==> src/design/hget_pkg.sv <==
`default_nettype none

package hget_pkg;

    localparam int STORE_BYTES_DEF = 2048;
    localparam int FILL_W          = 12;
    localparam int PAT_W           = 14;
    localparam logic [FILL_W-1:0] FILL_MAX = 12'd4095;
    localparam logic [10:0]       MAX_HDR_RESET = 11'd1500;

    localparam logic [7:0] CH_CR    = 8'h0d;
    localparam logic [7:0] CH_LF    = 8'h0a;
    localparam logic [7:0] CH_SPACE = 8'h20;

    typedef enum logic [3:0] {
        ST_INCOMPLETE = 4'd0,
        ST_OK         = 4'd1,
        ST_EXCEEDED   = 4'd2,
        ST_NOT_GET    = 4'd3,
        ST_LINE_SHORT = 4'd4,
        ST_NO_VERSION = 4'd5,
        ST_URI_SEP    = 4'd6,
        ST_NOT_HTTP   = 4'd7,
        ST_NOT_200    = 4'd8,
        ST_NO_LENGTH  = 4'd9,
        ST_NO_DIGITS  = 4'd10,
        ST_BODY       = 4'd11
    } t_code;

    typedef enum logic [1:0] {
        PH_REQUEST  = 2'd0,
        PH_RESPONSE = 2'd1,
        PH_BODY     = 2'd2
    } t_phase;

    typedef enum logic [2:0] {
        PAT_TERM, PAT_CRLF, PAT_VERSION, PAT_GET, PAT_HTTP, PAT_OK, PAT_CLEN
    } t_pat;

    typedef enum logic [2:0] {
        MODE_SEQ, MODE_SPACE, MODE_NONSPACE, MODE_DIGIT, MODE_NUMBER
    } t_mode;

    typedef enum logic [2:0] {
        FROM_ZERO, FROM_THREE, FROM_FOUR, FROM_POS, FROM_POS_P1, FROM_POS_M8
    } t_from;

    typedef enum logic [1:0] {
        LIM_FILL, LIM_THREE, LIM_FOUR
    } t_lim;

    typedef struct packed {
        logic   accept;
        logic   scan_start;
        t_mode  mode;
        t_pat   pat;
        t_from  from;
        t_lim   lim;
        logic   save_term;
        logic   fin_resp;
        logic   clear_fill;
        logic   phase_wr;
        t_phase phase_val;
        logic   out_load;
        t_code  out_code;
        logic   out_hdr;
    } t_cmd;

    typedef struct packed {
        t_phase phase;
        logic   fill_ge4;
        logic   over;
        logic   rem_zero;
        logic   scan_done;
        logic   scan_found;
        logic   pos_lt8;
        logic   out_full;
    } t_stat;

    // Pattern bytes packed with the last character in the lowest byte.
    function automatic logic [PAT_W*8-1:0] pat_bytes(input t_pat id);
        logic [PAT_W*8-1:0] v;
        v = '0;
        unique case (id)
            PAT_TERM:    v = (PAT_W*8)'({CH_CR, CH_LF, CH_CR, CH_LF});
            PAT_CRLF:    v = (PAT_W*8)'({CH_CR, CH_LF});
            PAT_VERSION: v = (PAT_W*8)'("HTTP/");
            PAT_GET:     v = (PAT_W*8)'("GET");
            PAT_HTTP:    v = (PAT_W*8)'("HTTP");
            PAT_OK:      v = (PAT_W*8)'({"200 OK", CH_CR, CH_LF});
            PAT_CLEN:    v = (PAT_W*8)'("Content-Length");
            default:     v = '0;
        endcase
        return v;
    endfunction

    function automatic logic [3:0] pat_len(input t_pat id);
        logic [3:0] n;
        n = 4'd1;
        unique case (id)
            PAT_TERM:    n = 4'd4;
            PAT_CRLF:    n = 4'd2;
            PAT_VERSION: n = 4'd5;
            PAT_GET:     n = 4'd3;
            PAT_HTTP:    n = 4'd4;
            PAT_OK:      n = 4'd8;
            PAT_CLEN:    n = 4'd14;
            default:     n = 4'd1;
        endcase
        return n;
    endfunction

endpackage

`default_nettype wire

==> src/design/hget_ctrl.sv <==
`default_nettype none

module hget_ctrl (
    input  wire logic           i_clk,
    input  wire logic           i_rst_n,
    input  wire logic           i_in_valid,
    input  wire logic           i_in_last,
    output logic                o_in_ready,
    input  wire hget_pkg::t_stat i_stat,
    output hget_pkg::t_cmd      o_cmd
);

    typedef enum logic [3:0] {
        S_IDLE, S_EVAL, S_TERM, S_GET, S_CRLF, S_VERSION, S_SP1, S_NSP, S_SP2,
        S_HTTP, S_OK, S_CLEN, S_DIG1, S_DIGS, S_OUT
    } t_state;

    t_state          r_state, n_state;
    hget_pkg::t_code r_code, n_code;
    logic            r_hdr, n_hdr;

    always_comb begin
        n_state = r_state;
        n_code  = r_code;
        n_hdr   = r_hdr;
        o_cmd            = '0;
        o_cmd.mode       = hget_pkg::MODE_SEQ;
        o_cmd.pat        = hget_pkg::PAT_TERM;
        o_cmd.from       = hget_pkg::FROM_ZERO;
        o_cmd.lim        = hget_pkg::LIM_FILL;
        o_cmd.phase_val  = hget_pkg::PH_REQUEST;
        o_cmd.out_code   = r_code;
        o_cmd.out_hdr    = r_hdr;
        o_in_ready       = 1'b0;

        unique case (r_state) inside
            S_IDLE: begin
                o_in_ready   = 1'b1;
                o_cmd.accept = i_in_valid;
                n_hdr        = 1'b0;
                if (i_in_valid && i_in_last) begin
                    n_state = S_EVAL;
                end
            end
            S_EVAL: begin
                if (i_stat.phase == hget_pkg::PH_BODY) begin
                    n_code = hget_pkg::ST_BODY;
                    if (i_stat.rem_zero) begin
                        o_cmd.phase_wr = 1'b1;
                    end
                    n_state = S_OUT;
                end else if (!i_stat.fill_ge4) begin
                    n_code  = hget_pkg::ST_INCOMPLETE;
                    n_state = S_OUT;
                end else if (i_stat.over) begin
                    n_code           = hget_pkg::ST_EXCEEDED;
                    o_cmd.phase_wr   = 1'b1;
                    o_cmd.clear_fill = 1'b1;
                    n_state          = S_OUT;
                end else begin
                    o_cmd.scan_start = 1'b1;
                    n_state          = S_TERM;
                end
            end
            S_TERM: begin
                if (i_stat.scan_done) begin
                    if (!i_stat.scan_found) begin
                        n_code  = hget_pkg::ST_INCOMPLETE;
                        n_state = S_OUT;
                    end else begin
                        o_cmd.save_term  = 1'b1;
                        o_cmd.scan_start = 1'b1;
                        if (i_stat.phase == hget_pkg::PH_REQUEST) begin
                            o_cmd.pat = hget_pkg::PAT_GET;
                            o_cmd.lim = hget_pkg::LIM_THREE;
                            n_state   = S_GET;
                        end else begin
                            o_cmd.pat = hget_pkg::PAT_HTTP;
                            o_cmd.lim = hget_pkg::LIM_FOUR;
                            n_state   = S_HTTP;
                        end
                    end
                end
            end
            S_GET: begin
                if (i_stat.scan_done) begin
                    if (!i_stat.scan_found) begin
                        n_code = hget_pkg::ST_NOT_GET;
                        n_state = S_OUT;
                        o_cmd.clear_fill = 1'b1;
                        o_cmd.phase_wr   = 1'b1;
                    end else begin
                        o_cmd.scan_start = 1'b1;
                        o_cmd.pat        = hget_pkg::PAT_CRLF;
                        n_state          = S_CRLF;
                    end
                end
            end
            S_CRLF: begin
                if (i_stat.scan_done) begin
                    if (!i_stat.scan_found || i_stat.pos_lt8) begin
                        n_code = hget_pkg::ST_LINE_SHORT;
                        n_state = S_OUT;
                        o_cmd.clear_fill = 1'b1;
                        o_cmd.phase_wr   = 1'b1;
                    end else begin
                        o_cmd.scan_start = 1'b1;
                        o_cmd.pat        = hget_pkg::PAT_VERSION;
                        o_cmd.from       = hget_pkg::FROM_POS_M8;
                        n_state          = S_VERSION;
                    end
                end
            end
            S_VERSION: begin
                if (i_stat.scan_done) begin
                    if (!i_stat.scan_found) begin
                        n_code = hget_pkg::ST_NO_VERSION;
                        n_state = S_OUT;
                        o_cmd.clear_fill = 1'b1;
                        o_cmd.phase_wr   = 1'b1;
                    end else begin
                        o_cmd.scan_start = 1'b1;
                        o_cmd.mode       = hget_pkg::MODE_SPACE;
                        o_cmd.from       = hget_pkg::FROM_THREE;
                        n_state          = S_SP1;
                    end
                end
            end
            S_SP1, S_NSP, S_SP2: begin
                if (i_stat.scan_done) begin
                    if (!i_stat.scan_found) begin
                        n_code = hget_pkg::ST_URI_SEP;
                        n_state = S_OUT;
                        o_cmd.clear_fill = 1'b1;
                        o_cmd.phase_wr   = 1'b1;
                    end else if (r_state == S_SP1) begin
                        o_cmd.scan_start = 1'b1;
                        o_cmd.mode       = hget_pkg::MODE_NONSPACE;
                        o_cmd.from       = hget_pkg::FROM_POS_P1;
                        n_state          = S_NSP;
                    end else if (r_state == S_NSP) begin
                        o_cmd.scan_start = 1'b1;
                        o_cmd.mode       = hget_pkg::MODE_SPACE;
                        o_cmd.from       = hget_pkg::FROM_POS;
                        n_state          = S_SP2;
                    end else begin
                        n_code           = hget_pkg::ST_OK;
                        o_cmd.clear_fill = 1'b1;
                        o_cmd.phase_wr   = 1'b1;
                        o_cmd.phase_val  = hget_pkg::PH_RESPONSE;
                        n_state          = S_OUT;
                    end
                end
            end
            S_HTTP: begin
                if (i_stat.scan_done) begin
                    if (!i_stat.scan_found) begin
                        n_code = hget_pkg::ST_NOT_HTTP;
                        n_state = S_OUT;
                        o_cmd.clear_fill = 1'b1;
                        o_cmd.phase_wr   = 1'b1;
                    end else begin
                        o_cmd.scan_start = 1'b1;
                        o_cmd.pat        = hget_pkg::PAT_OK;
                        o_cmd.from       = hget_pkg::FROM_FOUR;
                        n_state          = S_OK;
                    end
                end
            end
            S_OK: begin
                if (i_stat.scan_done) begin
                    if (!i_stat.scan_found) begin
                        n_code = hget_pkg::ST_NOT_200;
                        n_state = S_OUT;
                        o_cmd.clear_fill = 1'b1;
                        o_cmd.phase_wr   = 1'b1;
                    end else begin
                        o_cmd.scan_start = 1'b1;
                        o_cmd.pat        = hget_pkg::PAT_CLEN;
                        o_cmd.from       = hget_pkg::FROM_POS;
                        n_state          = S_CLEN;
                    end
                end
            end
            S_CLEN: begin
                if (i_stat.scan_done) begin
                    if (!i_stat.scan_found) begin
                        n_code = hget_pkg::ST_NO_LENGTH;
                        n_state = S_OUT;
                        o_cmd.clear_fill = 1'b1;
                        o_cmd.phase_wr   = 1'b1;
                    end else begin
                        o_cmd.scan_start = 1'b1;
                        o_cmd.mode       = hget_pkg::MODE_DIGIT;
                        o_cmd.from       = hget_pkg::FROM_POS;
                        n_state          = S_DIG1;
                    end
                end
            end
            S_DIG1: begin
                if (i_stat.scan_done) begin
                    if (!i_stat.scan_found) begin
                        n_code = hget_pkg::ST_NO_DIGITS;
                        n_state = S_OUT;
                        o_cmd.clear_fill = 1'b1;
                        o_cmd.phase_wr   = 1'b1;
                    end else begin
                        o_cmd.scan_start = 1'b1;
                        o_cmd.mode       = hget_pkg::MODE_NUMBER;
                        o_cmd.from       = hget_pkg::FROM_POS;
                        n_state          = S_DIGS;
                    end
                end
            end
            S_DIGS: begin
                if (i_stat.scan_done) begin
                    n_code           = hget_pkg::ST_OK;
                    n_hdr            = 1'b1;
                    o_cmd.fin_resp   = 1'b1;
                    o_cmd.clear_fill = 1'b1;
                    n_state          = S_OUT;
                end
            end
            S_OUT: begin
                if (!i_stat.out_full) begin
                    o_cmd.out_load = 1'b1;
                    n_state        = S_IDLE;
                end
            end
            default: n_state = S_IDLE;
        endcase
    end

    always_ff @(posedge i_clk) begin
        if (!i_rst_n) begin
            r_state <= S_IDLE;
            r_code  <= hget_pkg::ST_INCOMPLETE;
            r_hdr   <= 1'b0;
        end else begin
            r_state <= n_state;
            r_code  <= n_code;
            r_hdr   <= n_hdr;
        end
    end

endmodule

`default_nettype wire

==> config.mk <==
export PLATFORM = sky130hd
export DESIGN_NAME = hget_ctrl
export DESIGN_NICKNAME = d
export VERILOG_FILES = /design/src/design/hget_pkg.sv /design/src/design/hget_ctrl.sv
export SDC_FILE = /design/constraint.sdc
export NUM_CORES = 1
export LEC_CHECK = 0
export BUFFER_PORTS_ARGS = -buffer_cell sky130_fd_sc_hd__buf_2
export CAP_MARGIN = 20
export CORE_UTILIZATION = 55
export DETAILED_ROUTE_END_ITERATION = 16
export PLACE_DENSITY = 0.85
export SYNTH_ARGS = -nofsm -noshare
export SYNTH_HDL_FRONTEND = slang
export SYNTH_SLANG_ARGS = --single-unit
==> constraint.sdc <==
create_clock -name i_clk -period 4.1 [get_ports i_clk]
set_input_delay 0.615 -clock i_clk [delete_from_list [all_inputs] [get_ports i_clk]]
set_output_delay 0.615 -clock i_clk [all_outputs]
set_load 0.05 [all_outputs]
# Yosys cells after proc, flatten, opt, wreduce, memory -nomap -nowiden
# Cells that the tools add are included.
# word_totals
regBits,9
latch_bits,0
mem_bits_rw,0
mem_bits_ro,0
inputBits,13
out_inout_bits,26
word_cells,175
n_memories,0
# classes
addsub,0
multipliers,0
div,0
magnitude_cmp,0
eq_ne,38
shifts,0
n_mux,120
bitwise,0
reduce_logical,14
# op_table
operator,count
4-bit 2-to-1 mux,59
4-bit one-hot mux with 13 select lines,1
4-bit one-hot mux with 11 select lines,1
3-bit 2-to-1 mux,12
2-bit inequality test (second input constant),18
2-bit 2-to-1 mux,16
4-bit == test (second input constant),7
6-bit 2-to-1 mux,4
22-bit AND reduction,1
1-bit 2-to-1 mux,18
3-bit one-hot mux with 6 select lines,1
4-bit by 3-bit == test with 1-bit output (second input constant),4
3-bit one-hot mux with 5 select lines,1
3-bit one-hot mux with 4 select lines,1
12-bit AND reduction,1
11-bit nonzero test,1
5-bit 2-to-1 mux,2
4-bit by 2-bit == test with 1-bit output (second input constant),2
1-bit one-hot mux with 7 select lines,1
3-bit inequality test (second input constant),2
6-bit OR reduction,1
1-bit one-hot mux with 5 select lines,1
4-bit by 1-bit == test with 1-bit output (second input constant),1
4-bit logical NOT,1
other kinds (14),15

# Longest topological paths before layout
# Gate-level depths: netlist (run 1).
# depth
word_depth,6
depth_mapped,7
depth_no_buf,5

# Least setup slack after synthesis (run 1)
# No wires, ideal clock.
# synth_timing
path_kind,input to output
from,input i_stat[2] (netlist name)
to,output o_cmd[16] (netlist name)
t_arrival_ns,3.527
required_ns,3.485
slack_ns,-0.042
path_stages,4
path_buffers,2
path_cell_list,buf_2 nand2_1 clkbuf_1 a2111oi_0
# synth_lines
item,line,rtl
from (decl),hget_ctrl.sv:9,"input wire hget_pkg::t_stat i_stat,"
to (decl),hget_ctrl.sv:10,output hget_pkg::t_cmd o_cmd

==> impl_metrics.ini, run 1 <==
[setup_path]
cp-start-kind = register
reg2reg_slack_ns = 1.84
startpoint = r_state[0]
r2r-end = r_code[1]
cp_max_fo = 23
reg2reg_depth = 5
path_depth = 5
worstPathRequired_ns = 3.48
cp_slowest_cell = dfxtp_1
crit_type = register to output port
cp-end-kind = output port
critical_path.top_delay_family = flip-flops
cp.buffers_inverters = 2
path_cells = inv_1, a31oi_1, nor2_1, o31ai_1, buf_2
cpPeakStageDelay_ns = 0.84
cp_data_arrival_time_ns = 2.38
r2r_start = r_state[0]
crit_end = o_cmd[23]

[grt]
grt_pass1_wl_um = 6134
grt_max_degree = 35
antenna_found_initial = 0
overflow = 0
grt.total_usage = 0.3251
grt_pass1_vias = 1359

[power_and_ir_drop]
leakage_nw = 0.6112
power_w = 0.001058
powerDensity_nw_per_um2 = 759.3
ir_worst_vdd_mv = 0.5907

[timing]
min_period_ns = 2.997
tns_ns = 0
slew_viol_final = 0
max_freq_ghz = 0.3337
setup_viol = 0
fin_skew_ns = 0.002522
hold_viol = 0
finalCritPeriodShare = 0.7309
relSlewSlack = 0.4306
worstMarginPinSlew_ns = 0.8529
rsz0062_at_grt = no

[route]
drt_first_iter_violations = 112
drt_wl_total_um = 3658
ant_nets = 0
dr.pass1.iters = 5
remaining_drc_errors = 0
vias = 1561
avgViaCountPerCell = 6.398
wl_per_cell_um = 14.99

[final_layout]
multi_input_area_um2 = 908.4
seq_area_um2 = 180.2
final_cells = 244
final_nets = 231
insertedDiodeCount = 0
final_area_um2 = 1394
area_delta_synth_final_pct = 13.56
layout-drive-gt1-share = 0.2396
nFillCells = 188

[cts]
cts_tree = yes
postCtsHoldBufs = 0
htreeDepth = 1
clock-sinks = 9
clock_latency_ns = 0.26
cts-resized-gates = 0
clk_pin_slew_worst_paths_ns = 0.06
cts_buffers = 3
cts_buffer_depth = 2
post_cts_buffers = 0
cts_root_buf = clkbuf_4

[yosys]
synthesis.area_um2 = 1227
synth_seq_cells = 9
synthFlopType = dfxtp_1
syn_nets = 204
ys_seq_area_frac = 0.1468
synth_edf_count = 0
synthCells = 191
avgSynthCellArea_um2 = 6.426
synthTopCellsByArea = dfxtp_1 15%, o21ai_0 7.3%, a21oi_1 6.5%
yosysMostFrequentCell = nor2_1
yosys.area.top_type = dfxtp_1
async_flop_share = 0
synth_cell_type_count = 53
yosys_warnings = 0
synth_top_area_share = 0.1468
yosys-top-cells-count = 21 x nor2_1, 20 x nand2_1, 18 x o21ai_0, 16 x a21oi_1

[die]
pin_count = 39
core-area_um2 = 2022
start_util = 0.6071
die_area_um2 = 2425
die_w_um = 49.24
rows = 16
die_h_um = 49.24

[hold_path]
whs_path_depth = 2
hp-class = register to register

[place]
place_congestion = 0.9318
place_area_um2 = 1368
dp_cells = 240
port_buffers = 37
dp_hpwl_um = 2637

[flow_run]
cap_viol_max_count = 0

[status]
status = complete, no violations
==> how the worst min path moves through the flow <==
stage	slack (ns)	endpoint	startpoint
2_1_floorplan	0.47	r_hdr	r_hdr
3_3_place_gp	0.44	r_code[1]	r_code[1]
3_5_place_dp	0.45	r_code[2]	r_code[2]
4_1_cts	0.46	r_code[2]	r_code[2]
5_1_grt	0.49	r_code[0]	r_code[0]
6_report	0.46	r_code[2]	r_code[2]
==> stage by stage <==
| step | setup slack, ns | hold WS (ns) | utilization |
|---|---|---|---|
| after floorplan | 0.6253 | 0.4749 | - |
| after global placement | 1.480 | 0.4426 | 0.6764 |
| after detailed placement | 1.441 | 0.4470 | 0.6764 |
| after CTS | 1.147 | 0.4553 | 0.6894 |
| after global routing | 0.8990 | 0.4937 | 0.6894 |
| final | 1.103 | 0.4551 | 0.6894 |
==> worst min-delay path: cells and delay by family, from the launching register on <==
kind             cells  cell delay, ns
flip-flops           1            0.30
multiplexers         1            0.05
AND/OR/NAND/NOR      1            0.05
==> cells by family (layout without fill, tap and decap cells) <==
group                  count (synthesis)  in the layout  synth area share
buffers and inverters                 27             53            0.1142
other                                  1              1          0.003055
and+or+nand+nor                       86             86            0.3711
DFF                                    9              9            0.1468
muxes                                  4              4           0.03262
AOI/OAI and AO/OA                     64             64            0.3323
==> state kept, by name (all words and copies together), names as in the netlist <==
register,cells
r_state,4
r_code,4
r_hdr,1
==> layout by cell type, fill, tap and decap left out, types with 3 or more instances in the layout <==
cell / synthesis / layout
nor3_1: 10 / 10
nor2_1: 21 / 21
o21ai_0: 18 / 18
a31oi_1: 6 / 6
o21a_1: 3 / 3
nand2b_1: 6 / 6
buf_2: 10 / 37
nand2_1: 20 / 20
nor2b_1: 4 / 4
dfxtp_1: 9 / 9
clkbuf_4: 0 / 3
mux2i_1: 4 / 4
nand3_1: 5 / 5
buf_4: 3 / 4
inv_1: 6 / 6
nand4_1: 3 / 3
a21oi_1: 16 / 16
==> layer usage <==
| metal | vias up | wire (µm) | track usage |
|---|---|---|---|
| li1 | 755 | - | - |
| met3 | 9 | 395 | 0.07788 |
| met5 | - | 0 | 0 |
| met2 | 102 | 1674 | 0.4772 |
| met1 | 695 | 1514 | 0.4496 |
| met4 | 0 | 73 | 0.1275 |
==> where the power goes <==
group	total (W)	switching [W]	leakage (nW)	internal, W
registers	0.000181	0.0000647	0.0740	0.000116
clock network	0.0000675	0.0000301	0.0150	0.0000374
logic	0.000810	0.000547	0.522	0.000263
total	0.00106	0.000641	0.611	0.000417
==> area by class of cell <==
| type | count | share of cell area |
|---|---|---|
| clock buffer | 4 | 0.01885 |
| inverter | 8 | 0.02154 |
| multi-input combinational | 155 | 0.6517 |
| sequential | 9 | 0.1293 |
| tap | 27 | 0.02424 |
| timing repair buffer | 41 | 0.1544 |
No activity file was read; power rests on OpenSTA's default activity.
==> inputs of run 2 (changes only) <==
--- a/config.mk
+++ b/config.mk
@@ -7,9 +7,9 @@
 export LEC_CHECK = 0
 export BUFFER_PORTS_ARGS = -buffer_cell sky130_fd_sc_hd__buf_2
 export CAP_MARGIN = 20
-export CORE_UTILIZATION = 55
+export CORE_UTILIZATION = 46
 export DETAILED_ROUTE_END_ITERATION = 16
-export PLACE_DENSITY = 0.85
+export PLACE_DENSITY = 0.76
 export SYNTH_ARGS = -nofsm -noshare
 export SYNTH_HDL_FRONTEND = slang
 export SYNTH_SLANG_ARGS = --single-unit
==> constraint.sdc (replaced) <==
create_clock -name i_clk -period 2.7 [get_ports i_clk]
set_input_delay 0.405 -clock i_clk [delete_from_list [all_inputs] [get_ports i_clk]]
set_output_delay 0.405 -clock i_clk [all_outputs]
set_load 0.05 [all_outputs]
==> impl_metrics.ini, run 2 (synthesized netlist as in run 1, its figures left out) <==
[setup_path]
cp_slowest_cell = dfxtp_1
worstPathRequired_ns = 2.30
cp-start-kind = register
path_cells = buf_4, nor4b_2, nand4_1, and3_1, nand2b_1, buf_2
crit_type = register to output port
reg2reg_slack_ns = 0.75
r2r_start = r_state[3]
cp_data_arrival_time_ns = 2.04
cpPeakStageDelay_ns = 0.44
cp_max_fo = 19
cp-end-kind = output port
startpoint = r_state[3]

[timing]
finalCritPeriodShare = 0.9064
worstMarginPinSlew_ns = 0.5473
fin_skew_ns = 0.004905
setup_viol = 0
relSlewSlack = 0.6343
slew_viol_final = 0
setup_ws_ns = 0.2526
min_period_ns = 2.447
max_freq_ghz = 0.4086
rsz0062_at_grt = no
hold_viol = 0

[cts]
clk_pin_slew_worst_paths_ns = 0.06
post_cts_buffers = 0
cts_buffers = 3
cts-resized-gates = 0
cts_tree = yes
postCtsHoldBufs = 0
cts_root_buf = clkbuf_4
htreeDepth = 1
cts_buffer_depth = 2
clock_latency_ns = 0.27
clock-sinks = 9

[final_layout]
final_cells = 251
final_common_cell = buf_2
reg_top3 = r_code x4, r_state x4, r_hdr x1
final_nets = 235
area_delta_synth_final_pct = 16.82
final_cell_mix = 37 x buf_2, 21 x nor2_1, 20 x nand2_1
final_util = 0.5736
insertedDiodeCount = 0
layout-drive-gt1-share = 0.2624
final_area_um2 = 1434

[route]
ant_nets = 0
vias = 1570
drt_wl_total_um = 3702
wl_per_cell_um = 14.75
dr.pass1.iters = 4
remaining_drc_errors = 0
drt_first_iter_violations = 56
avgViaCountPerCell = 6.255

[grt]
overflow = 0
grt_max_degree = 23
grt_pass1_wl_um = 6154
antenna_found_initial = 0
grt.total_usage = 0.2897
grt_pass1_vias = 1366

[place]
place_area_um2 = 1406
dp_slack_ns = 0.4620
place_congestion = 0.9683
port_buffers = 37
dp_cells = 247
dp_hpwl_um = 2676

[power_and_ir_drop]
ir_worst_vdd_mv = 0.8427
p_comb_frac = 0.772
pwr-share-seq = 0.163
p_sw_frac = 0.5975
p_switching_w = 0.0009805
p_int_w = 0.0006604
pwr-share-clk = 0.065
powerDensity_nw_per_um2 = 1144
leakage_nw = 0.6320

[die]
core-area_um2 = 2500
rows = 18
start_util = 0.4910
pin_count = 39
die_w_um = 53.66
die_area_um2 = 2879
die_h_um = 53.66

[status]
status = complete, no violations

[flow_run]
cap_viol_max_count = 0

[hold_path]
hp-class = register to register
hp-start = r_code[2]
[run 2: cell types whose count changed in the layout (fill, tap and decap cells not counted), sizes merged]
cell | previous run | this run
buf | 41 | 45
[run 2: metrics by stage]
stage	TNS [ns]	hold slack, ns	total power, W
after floorplan	-0.1484	0.4749	0.001276
after global placement	0	0.4472	0.001517
after detailed placement	0	0.4497	0.001515
after CTS	0	0.4586	0.001629
after global routing	0	0.4750	0.001791
final	0	0.4555	0.001641
[run 2: final cells by class]
cell class              count  area, µm²
repair buffers             45      245.2
inverters                   8      30.03
clock buffers               4      26.28
fillers                   264       1066
multi-input cells         155      913.4
flip-flops and latches      9      181.4
well taps                  30      37.54
[run 2: metal layers]
layer,up-vias,routed length [µm],GRT usage
met2,80,1677,0.4417
met5,-,0,0
met3,12,364,0.04520
met1,719,1547,0.3832
li1,759,-,-
met4,0,112,0.1667
[run 2: path summary, 6_finish.rpt]
path,to,depth (start not counted)
setup / recovery,o_cmd[9],6
hold / removal,r_code[2],2
setup reg to reg,r_code[0],6
hold reg to reg,r_code[2],2
[run 2: critical path: cells and delay by family, from the launching register on]
kind | cells | cell delay (ns)
buf+inv | 2 | 0.52
flops | 1 | 0.44
simple gates | 4 | 0.80
[run 2: power by group through the flow]
stage / clock [W] / sequential, W / combinational [W]
after floorplan: 0 / 0.000277 / 0.00100
after global placement: 0 / 0.000263 / 0.00125
after detailed placement: 0 / 0.000266 / 0.00125
after CTS: 0.000111 / 0.000263 / 0.00126
after global routing: 0.000118 / 0.000281 / 0.00139
final: 0.000106 / 0.000267 / 0.00127
==> inputs of run 3 (changes only) <==
--- a/config.mk
+++ b/config.mk
@@ -10,6 +10,7 @@
 export CORE_UTILIZATION = 46
 export DETAILED_ROUTE_END_ITERATION = 16
 export PLACE_DENSITY = 0.76
+export SETUP_SLACK_MARGIN = 0.15
 export SYNTH_ARGS = -nofsm -noshare
 export SYNTH_HDL_FRONTEND = slang
 export SYNTH_SLANG_ARGS = --single-unit
==> constraint.sdc (replaced) <==
create_clock -name i_clk -period 2.7 [get_ports i_clk]
set_input_delay 0.675 -clock i_clk [delete_from_list [all_inputs] [get_ports i_clk]]
set_output_delay 0.675 -clock i_clk [all_outputs]
set_load 0.05 [all_outputs]
==> impl_metrics.ini, run 3 (synthesized netlist as in run 1, its figures left out) <==
[status]
status = complete, no violations

[place]
place_area_um2 = 1491
dp_hpwl_um = 2849
place_congestion = 0.9088
dp_cells = 251
port_buffers = 37

[hold_path]
hold-path-endpoint = r_code[2]
hp-class = register to register
whs_path_depth = 2
hp-start = r_code[2]

[setup_path]
reg2reg_slack_ns = 1.03
cp-end-kind = output port
r2r_start = r_state[1]
reg2reg_depth = 6
cp_data_arrival_time_ns = 1.80
r2r-end = r_state[2]
crit_type = register to output port
cp-start-kind = register
cp_max_fo = 7
worstPathRequired_ns = 2.03

[cts]
cts_buffer_depth = 2
clock-sinks = 9
cts_root_buf = clkbuf_4
cts_buffers = 3
htreeDepth = 1
clk_pin_slew_worst_paths_ns = 0.06
clock_latency_ns = 0.26
cts_tree = yes
postCtsHoldBufs = 0

[die]
die_h_um = 53.66
core-area_um2 = 2500
die_area_um2 = 2879
start_util = 0.4910
pin_count = 39
rows = 18
die_w_um = 53.66

[final_layout]
layout-drive-gt1-share = 0.3244
area_delta_synth_final_pct = 26.30
final_nets = 239
final_cells = 255
insertedDiodeCount = 0
final_cell_mix = 33 x buf_2, 21 x nor2_1, 19 x nand2_1
reg_top3 = r_code x4, r_state x4, r_hdr x1
final_area_um2 = 1550
final_common_cell = buf_2

[grt]
met3_usage = 0.04237
antenna_found_initial = 0
met1_usage = 0.4047
grt-busiest-layer = met2
grt_pass1_wl_um = 6168
overflow = 0
grt_max_degree = 28
met2_usage = 0.4604
grt_pass1_vias = 1350
grt.total_usage = 0.2924

[power_and_ir_drop]
powerDensity_nw_per_um2 = 1133
ir_worst_vdd_mv = 0.8358
leakage_nw = 0.6656

[route]
dr.pass1.iters = 4
drt_wl_total_um = 3831
vias = 1558
ant_nets = 0
remaining_drc_errors = 0
drt_first_iter_violations = 49
avgViaCountPerCell = 6.110
wl_per_cell_um = 15.02

[timing]
rsz0062_at_grt = yes
fin_skew_ns = 0.002688
finalCritPeriodShare = 0.9175
max_freq_ghz = 0.4037
hold_viol = 0
whs_ns = 0.4559
setup_viol = 0
min_period_ns = 2.477
slew_viol_final = 0

[flow_run]
cap_viol_max_count = 0
## run 3: cell types whose count changed in the layout (fill, tap and decap cells not counted), sizes merged
cell    previous run  this run
buf               45        46
clkbuf             4         7
## run 3: through the flow
stage,utilization,power (W),setup TNS [ns],worst slack [ns]
floorplan,-,0.001294,-0.8933,-0.2623
global placement,0.5966,0.001610,0,0.1931
detailed placement,0.5966,0.001602,0,0.1526
CTS,0.6096,0.001719,0,0.1607
global route,0.6201,0.001898,0,0.07649
finish,0.6201,0.001756,0,0.2228
## run 3: cell type report
type                    count  area [µm²]
flip-flops and latches      9       187.7
clock buffers               4       26.28
multi-input cells         155       957.2
repair buffers             49       310.3
inverters                   8       31.28
fillers                   258       949.7
well taps                  30       37.54
## run 3: worst max-delay path: stages, from the launching register on
cell	delay, ns
dfxtp_2	0.41
buf_4	0.18
nand3b_1	0.11
a21oi_1	0.25
o21ai_0	0.12
and3_1	0.17
nand2b_1	0.07
clkbuf_4	0.22
## run 3: timing repair
action / CTS / global route
gates resized for setup: 4 / 9
endpoints found under the hold margin: 0 / 0
setup endpoints to repair: 8 / 12
buffers inserted: 0 / 0
## run 3: routing by layer
layer  share of wire  vias up
li1                -      770
met1            0.43      702
met2            0.46       76
met3           0.082       10
met4           0.025        0
met5               0        -
## run 3: power breakdown
part | leakage, nW | internal (W) | switching (W)
Combinational | 0.575 | 0.000493 | 0.000888
Sequential | 0.0756 | 0.000185 | 0.0000849
Clock | 0.0150 | 0.0000571 | 0.0000490
Total | 0.666 | 0.000734 | 0.00102
## run 3: worst max-delay path by stage
stage / from / to / slack [ns] / cells past startpoint
final: r_state[2] / o_cmd[9] / 0.22 / 7
after CTS: r_state[1] / o_cmd[9] / 0.16 / 6
after floorplan: i_stat[2] / o_cmd[16] / -0.26 / 4
after detailed placement: i_stat[3] / o_cmd[18] / 0.15 / 6
after global placement: i_stat[1] / o_cmd[18] / 0.19 / 5
after global routing: r_state[2] / o_cmd[9] / 0.08 / 7
